`config.mk`:
```
export PLATFORM = sky130hd
export DESIGN_NAME = biss_c_frame_parser_flat
export DESIGN_NICKNAME = d
export VERILOG_FILES = /design/src/rtl/core/bcfp_pkg.sv /design/src/rtl/core/bcfp_req_if.sv /design/src/rtl/core/bcfp_rsp_if.sv /design/src/rtl/core/bcfp_csr_if.sv /design/src/rtl/core/bcfp_front.sv /design/src/rtl/core/bcfp_fifo.sv /design/src/rtl/core/bcfp_back.sv /design/src/rtl/core/biss_c_frame_parser.sv /design/src/flat_wrapper.sv
export SDC_FILE = /design/constraint.sdc
export NUM_CORES = 1
export LEC_CHECK = 0
export ABC_CLOCK_PERIOD_IN_PS = 5700
export BUFFER_PORTS_ARGS = -buffer_cell sky130_fd_sc_hd__buf_2
export CORE_ASPECT_RATIO = 1.25
export CORE_UTILIZATION = 65
export DETAILED_ROUTE_END_ITERATION = 10
export PLACE_DENSITY = 0.91
export SETUP_SLACK_MARGIN = 0.1
export SLEW_MARGIN = 20
export SYNTH_ARGS = -nofsm -noshare
export SYNTH_HDL_FRONTEND = slang
export SYNTH_SLANG_ARGS = --single-unit
```
`constraint.sdc`:
```
create_clock -name clock -period 5.7 [get_ports clock]
set_input_delay 1.14 -clock clock [delete_from_list [all_inputs] [get_ports clock]]
set_output_delay 1.14 -clock clock [all_outputs]
set_load 0.01 [all_outputs]
```
`src/rtl/core/bcfp_pkg.sv`:
```
// Shared types and constants of the BiSS-C frame parser.
// No dependencies; bcfp_front, bcfp_fifo, bcfp_back and the top level import this package.
`default_nettype none

package bcfp_pkg;

   localparam int unsigned MAX_FRAME_BITS = 128;
   localparam int unsigned SEEN_W         = $clog2(MAX_FRAME_BITS + 1);
   localparam int unsigned FIFO_DEPTH     = 4;
   localparam int unsigned FIFO_PTR_W     = $clog2(FIFO_DEPTH);
   localparam int unsigned FIFO_CNT_W     = $clog2(FIFO_DEPTH + 1);

   localparam int unsigned CRC_W    = 6;
   localparam logic [CRC_W-1:0] CRC_POLY = 6'h03;   // x^6 + x + 1, top term implied
   localparam int unsigned POS_W    = 32;
   localparam int unsigned PBITS_W  = 6;
   localparam int unsigned ZRUN_W   = 7;
   localparam logic [ZRUN_W-1:0] ZRUN_MAX = 7'd127;
   localparam int unsigned FLAG_BITS = 2;

   // register indexes of the configuration port
   localparam int unsigned CSR_IDX_W = 2;
   localparam int unsigned CSR_DAT_W = 7;
   localparam logic [CSR_IDX_W-1:0] CSR_POSITION_BITS = 2'd0;
   localparam logic [CSR_IDX_W-1:0] CSR_MIN_ZEROS     = 2'd1;
   localparam logic [CSR_IDX_W-1:0] CSR_MAX_ZEROS     = 2'd2;

   localparam logic [PBITS_W-1:0] POSITION_BITS_RST = 6'd26;
   localparam logic [ZRUN_W-1:0]  MIN_ZEROS_RST     = 7'd4;
   localparam logic [ZRUN_W-1:0]  MAX_ZEROS_RST     = 7'd40;

   typedef struct packed {
      logic [PBITS_W-1:0] position_bits;
      logic [ZRUN_W-1:0]  min_zeros;
      logic [ZRUN_W-1:0]  max_zeros;
   } cfg_type;

   // one queued beat: line bits, how many of them to scan, frame end mark
   typedef struct packed {
      logic [7:0] line_byte;
      logic [3:0] nbits;
      logic       last_byte;
   } entry_type;

   function automatic logic [CRC_W-1:0] crc_step(input logic [CRC_W-1:0] crc,
                                                 input logic bit_in);
      logic top;
      top = crc[CRC_W-1] ^ bit_in;
      return {crc[CRC_W-2:0], 1'b0} ^ (top ? CRC_POLY : '0);
   endfunction

endpackage

`default_nettype wire

```
`src/rtl/core/bcfp_req_if.sv`:
```
// Input channel of the frame parser: captured line bytes.
// No dependencies.
`default_nettype none

interface bcfp_req_if;
   logic       valid;
   logic       ready;
   logic [7:0] line_byte;
   logic       last_byte;

   modport source (output valid, line_byte, last_byte, input ready);
   modport sink   (input valid, line_byte, last_byte, output ready);
endinterface

`default_nettype wire

```
`src/rtl/core/bcfp_rsp_if.sv`:
```
// Result channel of the frame parser: one decoded frame per beat.
// No dependencies.
`default_nettype none

interface bcfp_rsp_if;
   logic        valid;
   logic        ready;
   logic        frame_ok;
   logic [31:0] position;
   logic        error_flag;
   logic        warning_flag;
   logic        crc_ok;

   modport source (output valid, frame_ok, position, error_flag, warning_flag, crc_ok,
                   input ready);
   modport sink   (input valid, frame_ok, position, error_flag, warning_flag, crc_ok,
                   output ready);
endinterface

`default_nettype wire

```
`src/rtl/core/bcfp_csr_if.sv`:
```
// Configuration write channel of the frame parser.
// No dependencies.
`default_nettype none

interface bcfp_csr_if;
   logic       valid;
   logic       ready;
   logic [1:0] index;
   logic [6:0] data;

   modport source (output valid, index, data, input ready);
   modport sink   (input valid, index, data, output ready);
endinterface

`default_nettype wire

```
`src/rtl/core/bcfp_front.sv`:
```
// Front end: accepts line bytes and tags each with the number of bits
// still inside the frame capacity. Depends on bcfp_pkg, bcfp_req_if.
`default_nettype none

module bcfp_front import bcfp_pkg::*; (
   input  wire logic      clock,
   input  wire logic      reset,
   bcfp_req_if.sink       req_ch,
   input  wire logic      q_full,
   output logic           q_push,
   output entry_type      q_entry
);

   logic [SEEN_W-1:0] seen_ff, seen_in;
   logic [SEEN_W-1:0] remain;
   logic [3:0]        nbits;

   assign req_ch.ready = !q_full;
   assign q_push       = req_ch.valid && !q_full;

   assign remain = SEEN_W'(MAX_FRAME_BITS) - seen_ff;
   assign nbits  = (remain >= SEEN_W'(8)) ? 4'd8 : remain[3:0];

   assign q_entry.line_byte = req_ch.line_byte;
   assign q_entry.nbits     = nbits;
   assign q_entry.last_byte = req_ch.last_byte;

   always_comb begin
      seen_in = seen_ff;
      if (q_push) begin
         if (req_ch.last_byte) begin
            seen_in = '0;
         end else begin
            seen_in = seen_ff + SEEN_W'(nbits);
         end
      end
   end

   always_ff @(posedge clock) begin
      if (reset) begin
         seen_ff <= '0;
      end else begin
         seen_ff <= seen_in;
      end
   end

endmodule

`default_nettype wire

```
`src/rtl/core/bcfp_fifo.sv`:
```
// Short queue between front and back end.
// Depends on bcfp_pkg.
`default_nettype none

module bcfp_fifo import bcfp_pkg::*; (
   input  wire logic      clock,
   input  wire logic      reset,
   input  wire logic      push,
   input  wire entry_type push_data,
   output logic           full,
   input  wire logic      pop,
   output entry_type      pop_data,
   output logic           not_empty
);

   entry_type              mem_ff [FIFO_DEPTH];
   logic [FIFO_PTR_W-1:0]  wr_ptr_ff, rd_ptr_ff;
   logic [FIFO_CNT_W-1:0]  count_ff;

   assign full      = (count_ff == FIFO_CNT_W'(FIFO_DEPTH));
   assign not_empty = (count_ff != '0);
   assign pop_data  = mem_ff[rd_ptr_ff];

   always_ff @(posedge clock) begin
      if (push) begin
         mem_ff[wr_ptr_ff] <= push_data;
      end
   end

   always_ff @(posedge clock) begin
      if (reset) begin
         wr_ptr_ff <= '0;
         rd_ptr_ff <= '0;
         count_ff  <= '0;
      end else begin
         if (push) begin
            wr_ptr_ff <= wr_ptr_ff + 1'b1;
         end
         if (pop) begin
            rd_ptr_ff <= rd_ptr_ff + 1'b1;
         end
         if (push && !pop) begin
            count_ff <= count_ff + 1'b1;
         end else if (pop && !push) begin
            count_ff <= count_ff - 1'b1;
         end
      end
   end

endmodule

`default_nettype wire

```
`src/rtl/core/bcfp_back.sv`:
```
// Back end: bit-serial frame scanner, CRC-6 check and result register.
// Depends on bcfp_pkg, bcfp_rsp_if.
`default_nettype none

module bcfp_back import bcfp_pkg::*; (
   input  wire logic      clock,
   input  wire logic      reset,
   input  wire cfg_type   cfg,
   input  wire logic      q_valid,
   input  wire entry_type q_entry,
   output logic           q_pop,
   bcfp_rsp_if.source     rsp_ch
);

   typedef enum logic [2:0] {
      PH_SEEK_ONE  = 3'd0,
      PH_SEEK_ZERO = 3'd1,
      PH_COUNT     = 3'd2,
      PH_AFTER_ONE = 3'd3,
      PH_POSITION  = 3'd4,
      PH_FLAGS     = 3'd5,
      PH_CHECK     = 3'd6,
      PH_DONE      = 3'd7
   } phase_type;

   // beat being scanned
   logic               busy_ff;
   logic [7:0]         byte_ff;
   logic [3:0]         cnt_ff;
   logic               last_ff;

   // frame state
   phase_type          phase_ff, phase_in;
   logic [ZRUN_W-1:0]  zrun_ff, zrun_in;
   logic [PBITS_W-1:0] fidx_ff, fidx_in;
   logic [POS_W-1:0]   pos_ff, pos_in;
   logic [FLAG_BITS-1:0] flags_ff, flags_in;
   logic [CRC_W-1:0]   rxcrc_ff, rxcrc_in;
   logic [CRC_W-1:0]   crc_ff, crc_in;

   // result register
   logic               rsp_valid_ff;
   logic               ok_ff;
   logic [POS_W-1:0]   rpos_ff;
   logic               err_ff, warn_ff, crcok_ff;

   logic bit_now, finish, emit, stall, advance, take, load, frame_ok;

   assign bit_now = byte_ff[7];
   assign finish  = busy_ff && (cnt_ff <= 4'd1);
   assign emit    = finish && last_ff;
   assign stall   = emit && rsp_valid_ff && !rsp_ch.ready;
   assign advance = busy_ff && !stall;
   assign take    = advance && (cnt_ff != 4'd0);
   assign load    = (!busy_ff || (finish && !stall)) && q_valid;
   assign q_pop   = load;

   // one scanner step on the current line bit
   always_comb begin
      phase_in = phase_ff;
      zrun_in  = zrun_ff;
      fidx_in  = fidx_ff;
      pos_in   = pos_ff;
      flags_in = flags_ff;
      rxcrc_in = rxcrc_ff;
      crc_in   = crc_ff;
      if (cnt_ff != 4'd0) begin
         unique case (phase_ff)
            PH_SEEK_ONE: begin
               if (bit_now) phase_in = PH_SEEK_ZERO;
            end
            PH_SEEK_ZERO: begin
               if (!bit_now) begin
                  phase_in = PH_COUNT;
                  zrun_in  = ZRUN_W'(1);
               end
            end
            PH_COUNT: begin
               if (!bit_now) begin
                  if (zrun_ff != ZRUN_MAX) zrun_in = zrun_ff + 1'b1;
               end else if (zrun_ff >= cfg.min_zeros && zrun_ff <= cfg.max_zeros) begin
                  phase_in = PH_AFTER_ONE;
               end else begin
                  phase_in = PH_SEEK_ONE;
               end
            end
            PH_AFTER_ONE: begin
               if (bit_now) begin
                  phase_in = PH_SEEK_ZERO;
               end else begin
                  fidx_in  = '0;
                  phase_in = (cfg.position_bits == '0) ? PH_FLAGS : PH_POSITION;
               end
            end
            PH_POSITION: begin
               pos_in  = {pos_ff[POS_W-2:0], bit_now};
               crc_in  = crc_step(crc_ff, bit_now);
               fidx_in = fidx_ff + 1'b1;
               if (fidx_in >= cfg.position_bits) begin
                  fidx_in  = '0;
                  phase_in = PH_FLAGS;
               end
            end
            PH_FLAGS: begin
               flags_in = {flags_ff[0], bit_now};
               crc_in   = crc_step(crc_ff, bit_now);
               fidx_in  = fidx_ff + 1'b1;
               if (fidx_in >= PBITS_W'(FLAG_BITS)) begin
                  fidx_in  = '0;
                  phase_in = PH_CHECK;
               end
            end
            PH_CHECK: begin
               rxcrc_in = {rxcrc_ff[CRC_W-2:0], ~bit_now};
               fidx_in  = fidx_ff + 1'b1;
               if (fidx_in >= PBITS_W'(CRC_W)) begin
                  fidx_in  = '0;
                  phase_in = PH_DONE;
               end
            end
            PH_DONE: begin
            end
            default: begin
            end
         endcase
      end
   end

   assign frame_ok = (phase_in == PH_DONE);

   always_ff @(posedge clock) begin
      if (reset) begin
         busy_ff      <= 1'b0;
         cnt_ff       <= '0;
         last_ff      <= 1'b0;
         phase_ff     <= PH_SEEK_ONE;
         zrun_ff      <= '0;
         fidx_ff      <= '0;
         pos_ff       <= '0;
         flags_ff     <= '0;
         rxcrc_ff     <= '0;
         crc_ff       <= '0;
         rsp_valid_ff <= 1'b0;
      end else begin
         // beat register
         if (load) begin
            busy_ff <= 1'b1;
            byte_ff <= q_entry.line_byte;
            cnt_ff  <= q_entry.nbits;
            last_ff <= q_entry.last_byte;
         end else begin
            if (take) begin
               byte_ff <= {byte_ff[6:0], 1'b0};
               cnt_ff  <= cnt_ff - 1'b1;
            end
            if (finish && advance) busy_ff <= 1'b0;
         end

         // frame state, cleared after each result
         if (emit && advance) begin
            phase_ff <= PH_SEEK_ONE;
            zrun_ff  <= '0;
            fidx_ff  <= '0;
            pos_ff   <= '0;
            flags_ff <= '0;
            rxcrc_ff <= '0;
            crc_ff   <= '0;
         end else if (take) begin
            phase_ff <= phase_in;
            zrun_ff  <= zrun_in;
            fidx_ff  <= fidx_in;
            pos_ff   <= pos_in;
            flags_ff <= flags_in;
            rxcrc_ff <= rxcrc_in;
            crc_ff   <= crc_in;
         end

         // result register
         if (emit && advance) begin
            rsp_valid_ff <= 1'b1;
            ok_ff        <= frame_ok;
            rpos_ff      <= frame_ok ? pos_in : '0;
            err_ff       <= frame_ok && !flags_in[1];
            warn_ff      <= frame_ok && !flags_in[0];
            crcok_ff     <= frame_ok && (crc_in == rxcrc_in);
         end else if (rsp_ch.ready) begin
            rsp_valid_ff <= 1'b0;
         end
      end
   end

   assign rsp_ch.valid        = rsp_valid_ff;
   assign rsp_ch.frame_ok     = ok_ff;
   assign rsp_ch.position     = rpos_ff;
   assign rsp_ch.error_flag   = err_ff;
   assign rsp_ch.warning_flag = warn_ff;
   assign rsp_ch.crc_ok       = crcok_ff;

endmodule

`default_nettype wire

```
`src/rtl/core/biss_c_frame_parser.sv`:
```
// Top level of the BiSS-C position frame parser: config registers, front end,
// queue and bit-serial back end. Depends on bcfp_pkg, the bcfp_*_if interfaces,
// bcfp_front, bcfp_fifo and bcfp_back.
//
//   channel  dir  beat payload                                    handshake
//   req_ch   in   line_byte[7:0] (MSB first), last_byte           valid/ready
//   rsp_ch   out  frame_ok, position[31:0], error_flag,           valid/ready
//                 warning_flag, crc_ok
//   csr_ch   in   index[1:0] (0 position_bits, 1 min_zeros,       valid/ready
//                 2 max_zeros), data[6:0]
//
// Scanning: the back end scans one line bit per clock unless it is stalled on
//   rsp_ch; a byte wholly past the 128-bit frame capacity is passed with no bits
//   scanned. The next byte loads in the cycle the previous one finishes.
// A result is registered on the cycle the last bit of a last_byte beat is scanned.
// Reset is synchronous, active high; it clears the frame state and the queue
//   and loads the register defaults (26, 4, 40). No clearing pass.
// Stalls: a 4-beat queue decouples req_ch from the scanner; the scanner halts
//   only when it must post a result while rsp_ch holds one not yet taken.
// csr_ch is always ready; writes to index 3 are dropped.
`default_nettype none

module biss_c_frame_parser import bcfp_pkg::*; (
   input  wire logic   clock,
   input  wire logic   reset,
   bcfp_req_if.sink    req_ch,
   bcfp_rsp_if.source  rsp_ch,
   bcfp_csr_if.sink    csr_ch
);

   cfg_type   cfg_ff;
   logic      q_push, q_full, q_pop, q_valid;
   entry_type q_in_entry, q_out_entry;
   logic      csr_wr;

   // configuration registers
   assign csr_ch.ready = 1'b1;
   assign csr_wr       = csr_ch.valid;

   always_ff @(posedge clock) begin
      if (reset) begin
         cfg_ff.position_bits <= POSITION_BITS_RST;
         cfg_ff.min_zeros     <= MIN_ZEROS_RST;
         cfg_ff.max_zeros     <= MAX_ZEROS_RST;
      end else if (csr_wr) begin
         unique case (csr_ch.index)
            CSR_POSITION_BITS: cfg_ff.position_bits <= csr_ch.data[PBITS_W-1:0];
            CSR_MIN_ZEROS:     cfg_ff.min_zeros     <= csr_ch.data;
            CSR_MAX_ZEROS:     cfg_ff.max_zeros     <= csr_ch.data;
            default: begin
            end
         endcase
      end
   end

   // front: accept beats, tag with in-capacity bit count
   bcfp_front u_front (
      .clock   (clock),
      .reset   (reset),
      .req_ch  (req_ch),
      .q_full  (q_full),
      .q_push  (q_push),
      .q_entry (q_in_entry)
   );

   bcfp_fifo u_fifo (
      .clock     (clock),
      .reset     (reset),
      .push      (q_push),
      .push_data (q_in_entry),
      .full      (q_full),
      .pop       (q_pop),
      .pop_data  (q_out_entry),
      .not_empty (q_valid)
   );

   // back: serial scan, CRC, result register
   bcfp_back u_back (
      .clock   (clock),
      .reset   (reset),
      .cfg     (cfg_ff),
      .q_valid (q_valid),
      .q_entry (q_out_entry),
      .q_pop   (q_pop),
      .rsp_ch  (rsp_ch)
   );

   // no result right after reset
   a_no_rsp_after_reset: assert property (@(posedge clock)
      reset |=> !rsp_ch.valid)
      else $error("result valid right after reset");

   // a failed frame carries all-zero fields
   a_bad_frame_zero: assert property (@(posedge clock) disable iff (reset)
      (rsp_ch.valid && !rsp_ch.frame_ok) |->
         (rsp_ch.position == '0 && !rsp_ch.error_flag &&
          !rsp_ch.warning_flag && !rsp_ch.crc_ok))
      else $error("failed frame with nonzero fields");

   // the queue is never popped while empty
   a_no_pop_empty: assert property (@(posedge clock) disable iff (reset)
      q_pop |-> q_valid)
      else $error("queue popped while empty");

   // a position_bits write lands in the register
   a_cfg_pbits: assert property (@(posedge clock) disable iff (reset)
      (csr_wr && csr_ch.index == CSR_POSITION_BITS) |=>
         (cfg_ff.position_bits == $past(csr_ch.data[PBITS_W-1:0])))
      else $error("position_bits write lost");

endmodule

`default_nettype wire
```
`src/flat_wrapper.sv`:
```
// flat-port wrapper written by rule: the top's interface ports become plain ports
module biss_c_frame_parser_flat import bcfp_pkg::*;
  (clock, reset, req_ch_valid, req_ch_line_byte, req_ch_last_byte, req_ch_ready, rsp_ch_valid, rsp_ch_frame_ok, rsp_ch_position, rsp_ch_error_flag, rsp_ch_warning_flag, rsp_ch_crc_ok, rsp_ch_ready, csr_ch_valid, csr_ch_index, csr_ch_data, csr_ch_ready);
  bcfp_req_if req_ch_i ();
  bcfp_rsp_if rsp_ch_i ();
  bcfp_csr_if csr_ch_i ();
  input  wire logic clock;
  input  wire logic reset;
  input wire logic [$bits(req_ch_i.valid)-1:0] req_ch_valid;
  input wire logic [$bits(req_ch_i.line_byte)-1:0] req_ch_line_byte;
  input wire logic [$bits(req_ch_i.last_byte)-1:0] req_ch_last_byte;
  output wire logic [$bits(req_ch_i.ready)-1:0] req_ch_ready;
  output wire logic [$bits(rsp_ch_i.valid)-1:0] rsp_ch_valid;
  output wire logic [$bits(rsp_ch_i.frame_ok)-1:0] rsp_ch_frame_ok;
  output wire logic [$bits(rsp_ch_i.position)-1:0] rsp_ch_position;
  output wire logic [$bits(rsp_ch_i.error_flag)-1:0] rsp_ch_error_flag;
  output wire logic [$bits(rsp_ch_i.warning_flag)-1:0] rsp_ch_warning_flag;
  output wire logic [$bits(rsp_ch_i.crc_ok)-1:0] rsp_ch_crc_ok;
  input wire logic [$bits(rsp_ch_i.ready)-1:0] rsp_ch_ready;
  input wire logic [$bits(csr_ch_i.valid)-1:0] csr_ch_valid;
  input wire logic [$bits(csr_ch_i.index)-1:0] csr_ch_index;
  input wire logic [$bits(csr_ch_i.data)-1:0] csr_ch_data;
  output wire logic [$bits(csr_ch_i.ready)-1:0] csr_ch_ready;
  assign req_ch_i.valid = req_ch_valid;
  assign req_ch_i.line_byte = req_ch_line_byte;
  assign req_ch_i.last_byte = req_ch_last_byte;
  assign req_ch_ready = req_ch_i.ready;
  assign rsp_ch_valid = rsp_ch_i.valid;
  assign rsp_ch_frame_ok = rsp_ch_i.frame_ok;
  assign rsp_ch_position = rsp_ch_i.position;
  assign rsp_ch_error_flag = rsp_ch_i.error_flag;
  assign rsp_ch_warning_flag = rsp_ch_i.warning_flag;
  assign rsp_ch_crc_ok = rsp_ch_i.crc_ok;
  assign rsp_ch_i.ready = rsp_ch_ready;
  assign csr_ch_i.valid = csr_ch_valid;
  assign csr_ch_i.index = csr_ch_index;
  assign csr_ch_i.data = csr_ch_data;
  assign csr_ch_ready = csr_ch_i.ready;
  biss_c_frame_parser u_core (.clock(clock), .reset(reset), .req_ch(req_ch_i), .rsp_ch(rsp_ch_i), .csr_ch(csr_ch_i));
endmodule
```
# Yosys cells after proc, flatten, opt, wreduce, memory -nomap -nowiden
# Memory sizes are Yosys's and may differ from the RTL's. A register that Yosys moved wholly into a read port is not among the register bits.
# Index checks and enable logic that the tools add are counted.
[word_totals]
register_bits = 148
latchBits = 0
ram_bits = 52
mem_bits_ro = 0
input_bits = 23
out_inout_bits = 39
wordCells = 152
n_memories = 1
[mem_list]
columns = ["memory", "depth", "word_bits", "rd", "rd_clocked_by_memory_dff", "wr", "line_no", "rtl"]
rows = [
  ["u_core.u_fifo.mem_ff", 4, 13, 1, 1, 1, "bcfp_fifo.sv:16", "entry_type mem_ff [FIFO_DEPTH];"],
]
[classes]
n_addsub = 9
mul = 0
n_div = 0
magnitude_cmp = 7
n_eq_ne = 16
shifts = 0
mux = 45
bitwise = 4
reduce_logical = 46
[op_table]
columns = ["op", "n"]
rows = [
  ["32-bit two-way mux", 2],
  ["6-bit two-way mux", 8],
  ["3-bit two-way mux", 10],
  ["8-bit two-way mux", 3],
  ["6-bit one-hot mux with 4 select lines", 1],
  ["7-bit two-way mux", 3],
  ["3-bit one-hot mux with 7 select lines", 1],
  ["1-bit logical AND", 17],
  ["3-bit equality test (second input constant)", 5],
  ["7-bit one-hot mux with 2 select lines", 1],
  ["2-bit two-way mux", 6],
  ["4-bit two-way mux", 3],
  ["2-bit AND reduction", 5],
  ["2-bit nonzero test", 5],
  ["8-bit by 4-bit adder with 8-bit output", 1],
  ["8-bit by 4-bit greater-or-equal comparator with 1-bit output (second input constant)", 1],
  ["1-bit logical NOT", 8],
  ["2-bit != test (second input constant)", 4],
  ["4-bit nonzero test", 2],
  ["8-bit subtractor (first input constant)", 1],
  ["7-bit by 1-bit adder with 7-bit output (second input constant)", 1],
  ["7-bit greater-or-equal comparator", 1],
  ["7-bit less-or-equal comparator", 1],
  ["1-bit two-way mux", 7],
  ["other kinds (26)", 30],
]

# Depth between registers and ports, before layout
# Gate-level depths: netlist (run 1).
[depth]
ltp_word = 12
mapped_depth = 14

# Hierarchy
# From an unflattened synthesis (run 1), not the netlist that was laid out.
[unflattened]
cells_unflattened = 956
hier_area_um2 = 10032.1
[by_module_without_submodules]
columns = ["mod", "n_inst", "cells_per_inst", "area_per_inst_um2", "seq_area_each_um2"]
rows = [
  ["bcfp_back", 1, 662, 6079.6, 2702.6],
  ["bcfp_fifo", 1, 111, 2312.2, 1741.7],
  ["biss_c_frame_parser", 1, 85, 849.6, 400.4],
  ["bcfp_front", 1, 98, 790.8, 160.2],
]

# Worst setup path after synthesis (run 1)
# Ideal clock, no wire load.
[synth_timing]
path_type = "input port to flip-flop"
from = "in reset"
to = "reg u_core.u_back.crcok_ff, in the netlist u_core.u_back.rsp_ch.crc_ok, enable pin"
t_arrival_ns = 3.069
setup_slack_ns = 2.202
path_stages = 3
n_path_buf = 2
path_cell_list = "clkbuf_1 > clkbuf_1 > nor2_1"
[synth_between]
elab_chain_len = 2
[synth_rtl]
columns = ["element", "line_no", "rtl"]
rows = [
  ["from (decl)", "flat_wrapper.sv:8", "input wire logic reset;"],
  ["1-bit NOT (no source line)", "--", ""],
  ["2-bit AND reduction (no source line)", "--", ""],
  ["to (signal assigned)", "bcfp_back.sv:185", "crcok_ff <= frame_ok && (crc_in == rxcrc_in);"],
  ["to (decl)", "bcfp_back.sv:45", "logic err_ff, warn_ff, crcok_ff;"],
]
# Every way passes these cells.
# A chain may end at the register's enable or synchronous reset.

# Worst setup path in the final report (run 1)
[layout_timing]
from = "reg u_core.u_back.fidx_ff[0]"
to = "reg u_core.u_back.rpos_ff[3], in the netlist u_core.u_back.rsp_ch.position[3] (data pin)"
[layout_between]
elab_chain_len = 6
elab_cells_between_ends = 10
cone_classes = "add/sub: 1; order compare: 3; eq/ne: 1; mux: 5"
[layout_rtl]
columns = ["element", "line_no", "rtl"]
rows = [
  ["from (decl)", "bcfp_back.sv:35", "logic [PBITS_W-1:0] fidx_ff, fidx_in;"],
  ["from (signal assigned)", "bcfp_back.sv:171", "fidx_ff <= fidx_in;"],
  ["6-bit by 1-bit adder with 6-bit output *", "bcfp_back.sv:98, bcfp_back.sv:107, bcfp_back.sv:115", ""],
  ["6-bit by 3-bit greater-or-equal comparator with 1-bit output (tied with other cells)", "bcfp_back.sv:116", "if (fidx_in >= PBITS_W'(CRC_W)) begin"],
  ["3-bit two-way mux (on tied branches)", "bcfp_back.sv:116, bcfp_back.sv:99, bcfp_back.sv:108", ""],
  ["3-bit one-hot mux with 7 select lines *", "bcfp_back.sv:68", "unique case (phase_ff)"],
  ["3-bit two-way mux *", "bcfp_back.sv:67", "if (cnt_ff != 4'd0) begin"],
  ["3-bit equality test *", "bcfp_back.sv:129", "assign frame_ok = (phase_in == PH_DONE);"],
  ["to (signal assigned)", "bcfp_back.sv:182", "rpos_ff <= frame_ok ? pos_in : '0;"],
  ["to (decl)", "bcfp_back.sv:44", "logic [POS_W-1:0] rpos_ff;"],
]
# Every way passes the cells marked *; elsewhere a longest branch is shown, timed or not.

==> load_flow_metrics.sql, run 1 <==
INSERT INTO impl_metrics (metric_group, metric, value, unit) VALUES
('status', 'result_of_the_run', 'finished, final reports clean', ''),
('global_routing', 'global_route_wire_length_before_repair', '29600', 'um'),
('floorplanning', 'die_footprint', '14800', 'um^2'),
('floorplanning', 'num_io_pins', '62', ''),
('floorplanning', 'core.rowCount', '48', ''),
('global_routing', 'grt_antenna_before_repair', '0', ''),
('sta', 'report.final.slew_viol_count', '0', ''),
('clock_network', 'cts_repair_resized_insts', '0', ''),
('synthesis', 'synthesized_netlist_cell_count', '894', ''),
('global_routing', 'grt.overflow.total', '0', ''),
('placement', 'port_buffers', '60', ''),
('worst_setup_path', 'worst_path_largest_cell_delay', '0.76', 'ns'),
('synthesis', 'synthesis.area', '9330', 'um^2'),
('cells_and_area', 'nets', '996', ''),
('worst_setup_path', 'r2r_slack', '2.15', 'ns'),
('worst_hold_path', 'hold_class', 'flop to flop', ''),
('floorplanning', 'core-area', '13900', 'um^2'),
('floorplanning', 'die_w', '109', 'um'),
('sta', 'clock.fmax', '282', 'MHz'),
('worst_setup_path', 'critical_path.endpoint_type', 'flop', ''),
('synthesis', 'postSynth.asyncResetShare', '0', '%'),
('clock_network', 'cts_max_path_buffers', '3', ''),
('synthesis', 'number_of_enable_type_register_cells_in_the_synthesized_netlist', '96', ''),
('clock_network', 'clk_latency', '0.50', 'ns'),
('worst_setup_path', 'critical_path.reg2reg.endpoint', 'u_core.u_back.rsp_ch.position[3]$_SDFFCE_PP0P_', ''),
('synthesis', 'seq_area_frac_synth', '53.7', '%'),
('global_routing', 'gr-usage-all-layers', '24.8', '%'),
('clock_network', 'clock_tree_from_tritoncts', 'built', ''),
('floorplanning', 'fp.dieH', '136', 'um'),
('sta', 'rsz_0062_raised_after_global_routing', 'no', ''),
('sta', 'timing.final.crit_share', '62.3', '%'),
('floorplanning', 'start_util', '66.9', '%'),
('route', 'vias_per_cell', '5.92', ''),
('worst_setup_path', 'timing.critical_path.from', 'u_core.u_back.fidx_ff[0]$_SDFFE_PP0P_', ''),
('route', 'dr.pass1.iters', '5', ''),
('route', 'route.antenna.remaining_nets', '0', ''),
('sta', 'setup_viol', '0', ''),
('cells_and_area', 'area.growth.synth_to_final', '11.0', '%'),
('cells_and_area', 'layout-drive-gt1-share', '14.6', '%'),
('route', 'drt_wl_total', '17800', 'um'),
('clock_network', 'worst_setup_hold_path_clk_slew', '0.06', 'ns'),
('route', 'drt-wirelength-per-cell', '15.8', 'um'),
('worst_setup_path', 'crit_path_top_delay_cell', 'sky130_fd_sc_hd__o21ai_4', ''),
('worst_setup_path', 'sort_of_element_at_the_start_of_the_critical_path', 'flop', ''),
('worst_setup_path', 'cpLargestDelayFamily', 'compound AO/OA/AOI/OAI gates', ''),
('power_and_ir_drop', 'power_per_cell_area', '358', 'nW/um^2'),
('synthesis', 'synth_cell_types', '75', ''),
('sta', 'final.setup.tns', '0', 'ns'),
('synthesis', 'postSynth.topFlopCell', 'sky130_fd_sc_hd__dfxtp_1', ''),
('clock_network', 'holdBufCountCts', '0', ''),
('sta', 'finalHoldViolations', '0', ''),
('synthesis', 'syn-num-nets', '952', ''),
('synthesis', 'synth-seq-cells', '202', ''),
('worst_setup_path', 'crit_cells', '10', ''),
('clock_network', 'cts_inserted_buffers', '20', ''),
('worst_setup_path', 'worst-r2r-cell-count', '10', ''),
('route', 'drt_iter0_drc', '394', ''),
('placement', 'dp.final_hpwl', '11800', 'um'),
('worst_setup_path', 'worst-path-buf-inv', '0', ''),
('sta', 'worstMarginPinSlew', '1.06', 'ns'),
('power_and_ir_drop', 'total_leakage_power', '0.00379', 'uW'),
('worst_setup_path', 'critical_path.reg2reg.startpoint', 'u_core.u_back.fidx_ff[0]$_SDFFE_PP0P_', ''),
('sta', 'worst_case_headroom_to_the_max_slew_limit', '29.4', '%'),
('worst_setup_path', 'critical_path.cell_chain', 'ha_1 -> xor2_1 -> ha_1 -> o21a_1 -> nor2_1 -> a211oi_1 -> o31ai_1 -> a21oi_2 -> o21ai_4 -> a21oi_1', ''),
('clock_network', 'cts_setup_buffers', '0', ''),
('clock_network', 'cts_max_level', '1', ''),
('clock_network', 'cts.root.buffer_cell', 'sky130_fd_sc_hd__clkbuf_16', ''),
('clock_network', 'cts_num_sinks', '202', ''),
('worst_setup_path', 'endpoint', 'u_core.u_back.rsp_ch.position[3]$_SDFFCE_PP0P_', ''),
('flow_run', 'cap_violations', '0', ''),
('worst_setup_path', 'critical_setup_path_class', 'flop to flop', '');
-- Yosys cell counts (3+ instances only) --
library cell,count,area (um^2)
sky130_fd_sc_hd__nor2b_1,6,37.5
sky130_fd_sc_hd__nor4_1,5,31.3
sky130_fd_sc_hd__o21ai_1,4,20.0
sky130_fd_sc_hd__nand2_1,159,597
sky130_fd_sc_hd__edfxtp_1,96,2880
sky130_fd_sc_hd__clkbuf_1,27,101
sky130_fd_sc_hd__mux2_2,8,90.1
sky130_fd_sc_hd__a211o_1,3,26.3
sky130_fd_sc_hd__nand3_1,14,70.1
sky130_fd_sc_hd__mux2i_1,37,370
sky130_fd_sc_hd__a211oi_1,14,105
sky130_fd_sc_hd__and3_1,9,56.3
sky130_fd_sc_hd__xnor2_1,19,166
sky130_fd_sc_hd__nor2_1,82,308
sky130_fd_sc_hd__a21o_1,8,60.1
sky130_fd_sc_hd__a31oi_1,4,25.0
sky130_fd_sc_hd__nor3_1,5,25.0
sky130_fd_sc_hd__buf_2,6,30.0
sky130_fd_sc_hd__buf_4,3,22.5
sky130_fd_sc_hd__or3_1,5,31.3
sky130_fd_sc_hd__a21oi_1,81,405
sky130_fd_sc_hd__ha_1,33,413
sky130_fd_sc_hd__nand4_1,6,37.5
sky130_fd_sc_hd__buf_1,4,15.0
sky130_fd_sc_hd__dfxtp_1,106,2120
sky130_fd_sc_hd__nand2b_1,11,68.8
sky130_fd_sc_hd__inv_1,33,124
sky130_fd_sc_hd__o21ai_0,15,75.1
sky130_fd_sc_hd__nand3b_1,3,22.5
sky130_fd_sc_hd__a41oi_1,3,26.3
sky130_fd_sc_hd__o21a_1,5,37.5
sky130_fd_sc_hd__xor2_1,14,123
sky130_fd_sc_hd__mux4_2,13,293
-- flip-flops by register name (all words and copies together) (netlist names), 2 cells and up, named ones only --
signal / flops
u_core.u_back.phase_ff: 3
u_core.u_back.crc_ff: 6
u_core.u_back.fidx_ff: 6
u_core.u_back.byte_ff: 8
u_core.u_back.zrun_ff: 7
u_core.u_back.cnt_ff: 4
u_core.u_back.rsp_ch.position: 32
u_core.u_back.rxcrc_ff: 6
u_core.u_back.flags_ff: 2
u_core.u_fifo.wr_ptr_ff: 2
u_core.u_back.pos_ff: 32
u_core.u_fifo.mem_ff: 52
u_core.u_front.seen_ff: 8
u_core.u_fifo.count_ff: 3
u_core.cfg_ff: 20
u_core.u_fifo.rd_ptr_ff: 2
-- worst min-delay path by stage --
stage                                                startpoint                                    end  slack (ns)  depth (start not counted)
final                     u_core.u_back.pos_ff[31]$_SDFFE_PP0P_  u_core.u_back.pos_ff[31]$_SDFFE_PP0P_        0.47                          2
after global routing       u_core.u_back.pos_ff[0]$_SDFFE_PP0P_   u_core.u_back.pos_ff[1]$_SDFFE_PP0P_        0.51                          2
after CTS                 u_core.u_back.pos_ff[31]$_SDFFE_PP0P_  u_core.u_back.pos_ff[31]$_SDFFE_PP0P_        0.47                          2
after detailed placement  u_core.u_back.pos_ff[31]$_SDFFE_PP0P_  u_core.u_back.pos_ff[31]$_SDFFE_PP0P_        0.46                          2
after global placement    u_core.u_back.pos_ff[31]$_SDFFE_PP0P_  u_core.u_back.pos_ff[31]$_SDFFE_PP0P_        0.44                          2
after floorplan           u_core.u_back.pos_ff[31]$_SDFFE_PP0P_  u_core.u_back.pos_ff[31]$_SDFFE_PP0P_        0.44                          2
-- cell families after synthesis --
| logic type | count (synthesis) | share of synthesized area (%) |
|---|---|---|
| fa+ha+maj | 35 | 4.86 |
| compound gates | 164 | 11.1 |
| xor+xnor | 33 | 3.10 |
| buf+inv | 75 | 3.30 |
| simple gates | 326 | 15.8 |
| flops | 202 | 53.7 |
| mux | 58 | 8.08 |
| other cells | 1 | 0.0402 |
-- cell usage in the layout (no fill, tap or decap), types with 19 or more instances in the layout --
cell type                   netlist  layout
sky130_fd_sc_hd__nand2_1        159     159
sky130_fd_sc_hd__mux2i_1         37      37
sky130_fd_sc_hd__dfxtp_1        106     106
sky130_fd_sc_hd__a21oi_1         81      81
sky130_fd_sc_hd__edfxtp_1        96      96
sky130_fd_sc_hd__ha_1            33      33
sky130_fd_sc_hd__xnor2_1         19      19
sky130_fd_sc_hd__inv_1           33      33
sky130_fd_sc_hd__clkbuf_16        0      20
sky130_fd_sc_hd__buf_2            6      60
sky130_fd_sc_hd__nor2_1          82      79
-- final cells by class --
type	instances	area [um^2]	area share, %
clock buffer	25	539	5.21
timing repair buffer	63	323	3.12
tap	175	219	2.12
inverter	34	128	1.23
sequential	202	5000	48.4
multi-input combinational	617	4030	39.0
clock inverter	10	103	0.991
-- through the flow --
stage | total power (uW) | utilization (%) | hold slack (ns) | instance area, um^2 | setup WS (ns)
floorplan | 2300 | - | 0.437 | 9330 | 2.20
global placement | 2410 | 69.6 | 0.442 | 9700 | 2.03
detailed placement | 2440 | 69.6 | 0.461 | 9700 | 1.93
CTS | 3720 | 74.2 | 0.470 | 10300 | 2.17
global route | 3850 | 74.3 | 0.505 | 10300 | 1.88
finish | 3700 | 74.3 | 0.468 | 10300 | 2.15
-- per-layer routing --
metal	vias to the layer above	share of wire, %	track usage [%]	routed length (um)
li1	3241	-	-	-
met1	3188	41	30.4	7220
met2	201	52	44.3	9180
met3	36	4.9	3.07	865
met4	0	2.9	9.01	509
met5	-	0	0	0
-- worst register-to-register path, delay by kind of cell, from the launching register on --
kind	cells	cell delay, ns
xor+xnor	1	0.31
simple gates	1	0.23
compound gates	6	1.58
fa+ha+maj	2	0.62
flops	1	0.50
-- power breakdown --
group	switching, uW	internal, uW	total (uW)
combinational	364	295	659
sequential	118	1650	1770
clock	546	727	1270
total	1030	2670	3700
Power figures use the tool's default switching activity.
==> run 2: changes to the inputs <==
ABC_CLOCK_PERIOD_IN_PS = 3460   (was 5700)
CORE_UTILIZATION = 61   (was 65)
PLACE_DENSITY = 0.86   (was 0.91)
clock period = 3.46 ns   (was 5.7 ns; I/O delays follow)
==> load_flow_metrics.sql, run 2 (synthesis results as in run 1) <==
INSERT INTO impl_metrics (metric_group, metric, value, unit) VALUES
('status', 'result_of_the_run', 'finished, final reports clean', ''),
('route', 'vias_per_cell', '5.80', ''),
('sta', 'final.setup.tns', '0', 'ns'),
('worst_setup_path', 'critical_setup_path_class', 'flop to flop', ''),
('route', 'drt_drc_violations_left', '0', ''),
('clock_network', 'cts.root.buffer_cell', 'sky130_fd_sc_hd__clkbuf_16', ''),
('floorplanning', 'core.rowCount', '50', ''),
('placement', 'globalplace.congestion', '0.888', ''),
('sta', 'finalHoldViolations', '0', ''),
('global_routing', 'grt_antenna_before_repair', '0', ''),
('clock_network', 'cts_num_sinks', '202', ''),
('worst_setup_path', 'sort_of_element_at_the_start_of_the_critical_path', 'flop', ''),
('cells_and_area', 'nets', '1004', ''),
('global_routing', 'grt.overflow.total', '0', ''),
('cells_and_area', 'largest_register_ff_count', '52', ''),
('cells_and_area', 'mostFrequentLayoutCells', 'sky130_fd_sc_hd__nand2_1, sky130_fd_sc_hd__dfxtp_1, sky130_fd_sc_hd__edfxtp_1', ''),
('floorplanning', 'fp.dieH', '140', 'um'),
('route', 'dr.pass1.iters', '5', ''),
('sta', 'clock.fmax', '325', 'MHz'),
('route', 'drt_wl_total', '17900', 'um'),
('clock_network', 'holdBufCountCts', '0', ''),
('route', 'num_vias', '6629', ''),
('worst_setup_path', 'crit_path_max_fanout', '7', ''),
('cells_and_area', 'layout-drive-gt1-share', '15.2', '%'),
('clock_network', 'cts_max_path_buffers', '3', ''),
('worst_setup_path', 'worst_path_largest_cell_delay', '0.40', 'ns'),
('floorplanning', 'core-area', '15000', 'um^2'),
('worst_setup_path', 'worst-path-buf-inv', '2', ''),
('cells_and_area', 'diodes', '0', ''),
('flow_run', 'cap_violations', '0', ''),
('sta', 'setup_viol', '0', ''),
('power_and_ir_drop', 'power_per_cell_area', '593', 'nW/um^2'),
('placement', 'port_buffers', '60', ''),
('floorplanning', 'die_footprint', '15800', 'um^2'),
('sta', 'timing.final.crit_period', '3.08', 'ns'),
('clock_network', 'clk_latency', '0.50', 'ns'),
('floorplanning', 'start_util', '62.4', '%'),
('power_and_ir_drop', 'power.ir.vdd_worst', '532', 'uV'),
('worst_setup_path', 'critical_path.endpoint_type', 'flop', ''),
('route', 'drt_iter0_drc', '434', ''),
('route', 'route.antenna.remaining_nets', '0', ''),
('sta', 'timing.final.crit_share', '89.1', '%'),
('global_routing', 'gr-usage-all-layers', '22.8', '%'),
('clock_network', 'worst_setup_hold_path_clk_slew', '0.06', 'ns'),
('cells_and_area', 'register_with_the_highest_flop_count', 'u_core.u_fifo.mem_ff', ''),
('clock_network', 'cts_setup_buffers', '0', ''),
('sta', 'rsz_0062_raised_after_global_routing', 'no', ''),
('worst_setup_path', 'critical_path.cell_chain', 'inv_1 -> ha_1 -> a2111oi_0 -> o21a_1 -> inv_1 -> nor2_2 -> ha_1 -> a21o_1 -> a41oi_1 -> xor2_1 -> or3_1 -> a21oi_1', ''),
('power_and_ir_drop', 'total_leakage_power', '0.00383', 'uW'),
('route', 'drt-wirelength-per-cell', '15.6', 'um'),
('clock_network', 'cts_inserted_buffers', '20', ''),
('floorplanning', 'die_w', '113', 'um'),
('floorplanning', 'num_io_pins', '62', ''),
('worst_setup_path', 'critPathRequiredTime', '3.88', 'ns'),
('cells_and_area', 'area.growth.synth_to_final', '11.9', '%'),
('sta', 'worstMarginPinSlew', '0.882', 'ns'),
('global_routing', 'global_route_wire_length_before_repair', '29200', 'um'),
('worst_setup_path', 'crit_path_top_delay_cell', 'sky130_fd_sc_hd__a2111oi_0', ''),
('sta', 'report.final.slew_viol_count', '0', ''),
('cells_and_area', 'layout.cells.most_common', 'sky130_fd_sc_hd__nand2_1', ''),
('sta', 'fin_skew', '0.0107', 'ns'),
('worst_hold_path', 'hold_class', 'input pin to flop', ''),
('worst_setup_path', 'cp.arrival', '3.50', 'ns'),
('global_routing', 'grt_start_max_net_pins', '43', ''),
('global_routing', 'number_of_global_route_vias_before_repair', '6277', ''),
('worst_setup_path', 'cpLargestDelayFamily', 'compound AO/OA/AOI/OAI gates', ''),
('clock_network', 'cts_max_level', '1', ''),
('sta', 'hold_slack', '0.406', 'ns'),
('placement', 'dp.final_hpwl', '11800', 'um'),
('clock_network', 'clock_tree_from_tritoncts', 'built', ''),
('sta', 'worst_case_headroom_to_the_max_slew_limit', '41.1', '%');
==> run 2: routing by layer <==
layer / routed length [um] / track usage (%) / vias to the layer above / share of wire [%]
li1: - / - / 3264 / -
met1: 7320 / 26.6 / 3157 / 41
met2: 9310 / 42.1 / 161 / 52
met3: 762 / 3.42 / 47 / 4.3
met4: 463 / 8.21 / 0 / 2.6
met5: 0 / 0 / - / 0
==> run 2: path summary, 6_finish.rpt <==
kind                                                             start                                     end  slack, ns  cells past startpoint
worst max-delay path            u_core.u_front.seen_ff[0]$_SDFFE_PP0P_  u_core.u_front.seen_ff[3]$_SDFFE_PP0P_       0.38                     12
worst max register to register  u_core.u_front.seen_ff[0]$_SDFFE_PP0P_  u_core.u_front.seen_ff[3]$_SDFFE_PP0P_       0.38                     12
worst min register to register   u_core.u_back.pos_ff[31]$_SDFFE_PP0P_   u_core.u_back.pos_ff[31]$_SDFFE_PP0P_       0.47                      2
worst min-delay path                               req_ch_line_byte[3]    u_core.u_fifo.mem_ff[1][8]$_DFFE_PP_       0.41                      1
==> run 2: stage by stage <==
stage	instances	setup WS (ns)	utilization (%)	cell area, um^2	power [uW]
floorplan	894	0.393	-	9330	3800
global placement	1106	0.411	65.4	9770	4030
detailed placement	1106	0.317	65.4	9770	4070
CTS	1142	0.302	69.8	10400	6230
global route	1142	0.126	69.8	10400	6440
finish	1142	0.379	69.8	10400	6190
==> run 2: area by class of cell <==
type                    instances  area [um^2]
flip-flops and latches        202         5010
fillers                      1005         4520
multi-input cells             617         4030
clock buffers                  29          576
repair buffers                 71          383
well taps                     182          228
inverters                      34          128
clock inverters                 7         83.8
==> run 2: worst register-to-register path: cells and delay by family, from the launching register on <==
family	cells	cell delay (ns)
compound gates	5	1.19
fa+ha+maj	2	0.53
flops	1	0.39
simple gates	2	0.54
xor+xnor	1	0.09
buf+inv	2	0.25
==> run 2: what timing repair did <==
item | CTS | global route
hold endpoints to repair | 0 | 0
setup endpoints to repair | 0 | 1
gates resized for setup | 0 | 2
==> run 2: where the power goes <==
part / switching [uW] / total [uW] / internal (uW) / leakage [uW]
sequential: 182 / 2900 / 2720 / 0.00180
combinational: 629 / 1130 / 504 / 0.00172
clock: 905 / 2150 / 1250 / 0.000316
total: 1720 / 6190 / 4470 / 0.00383
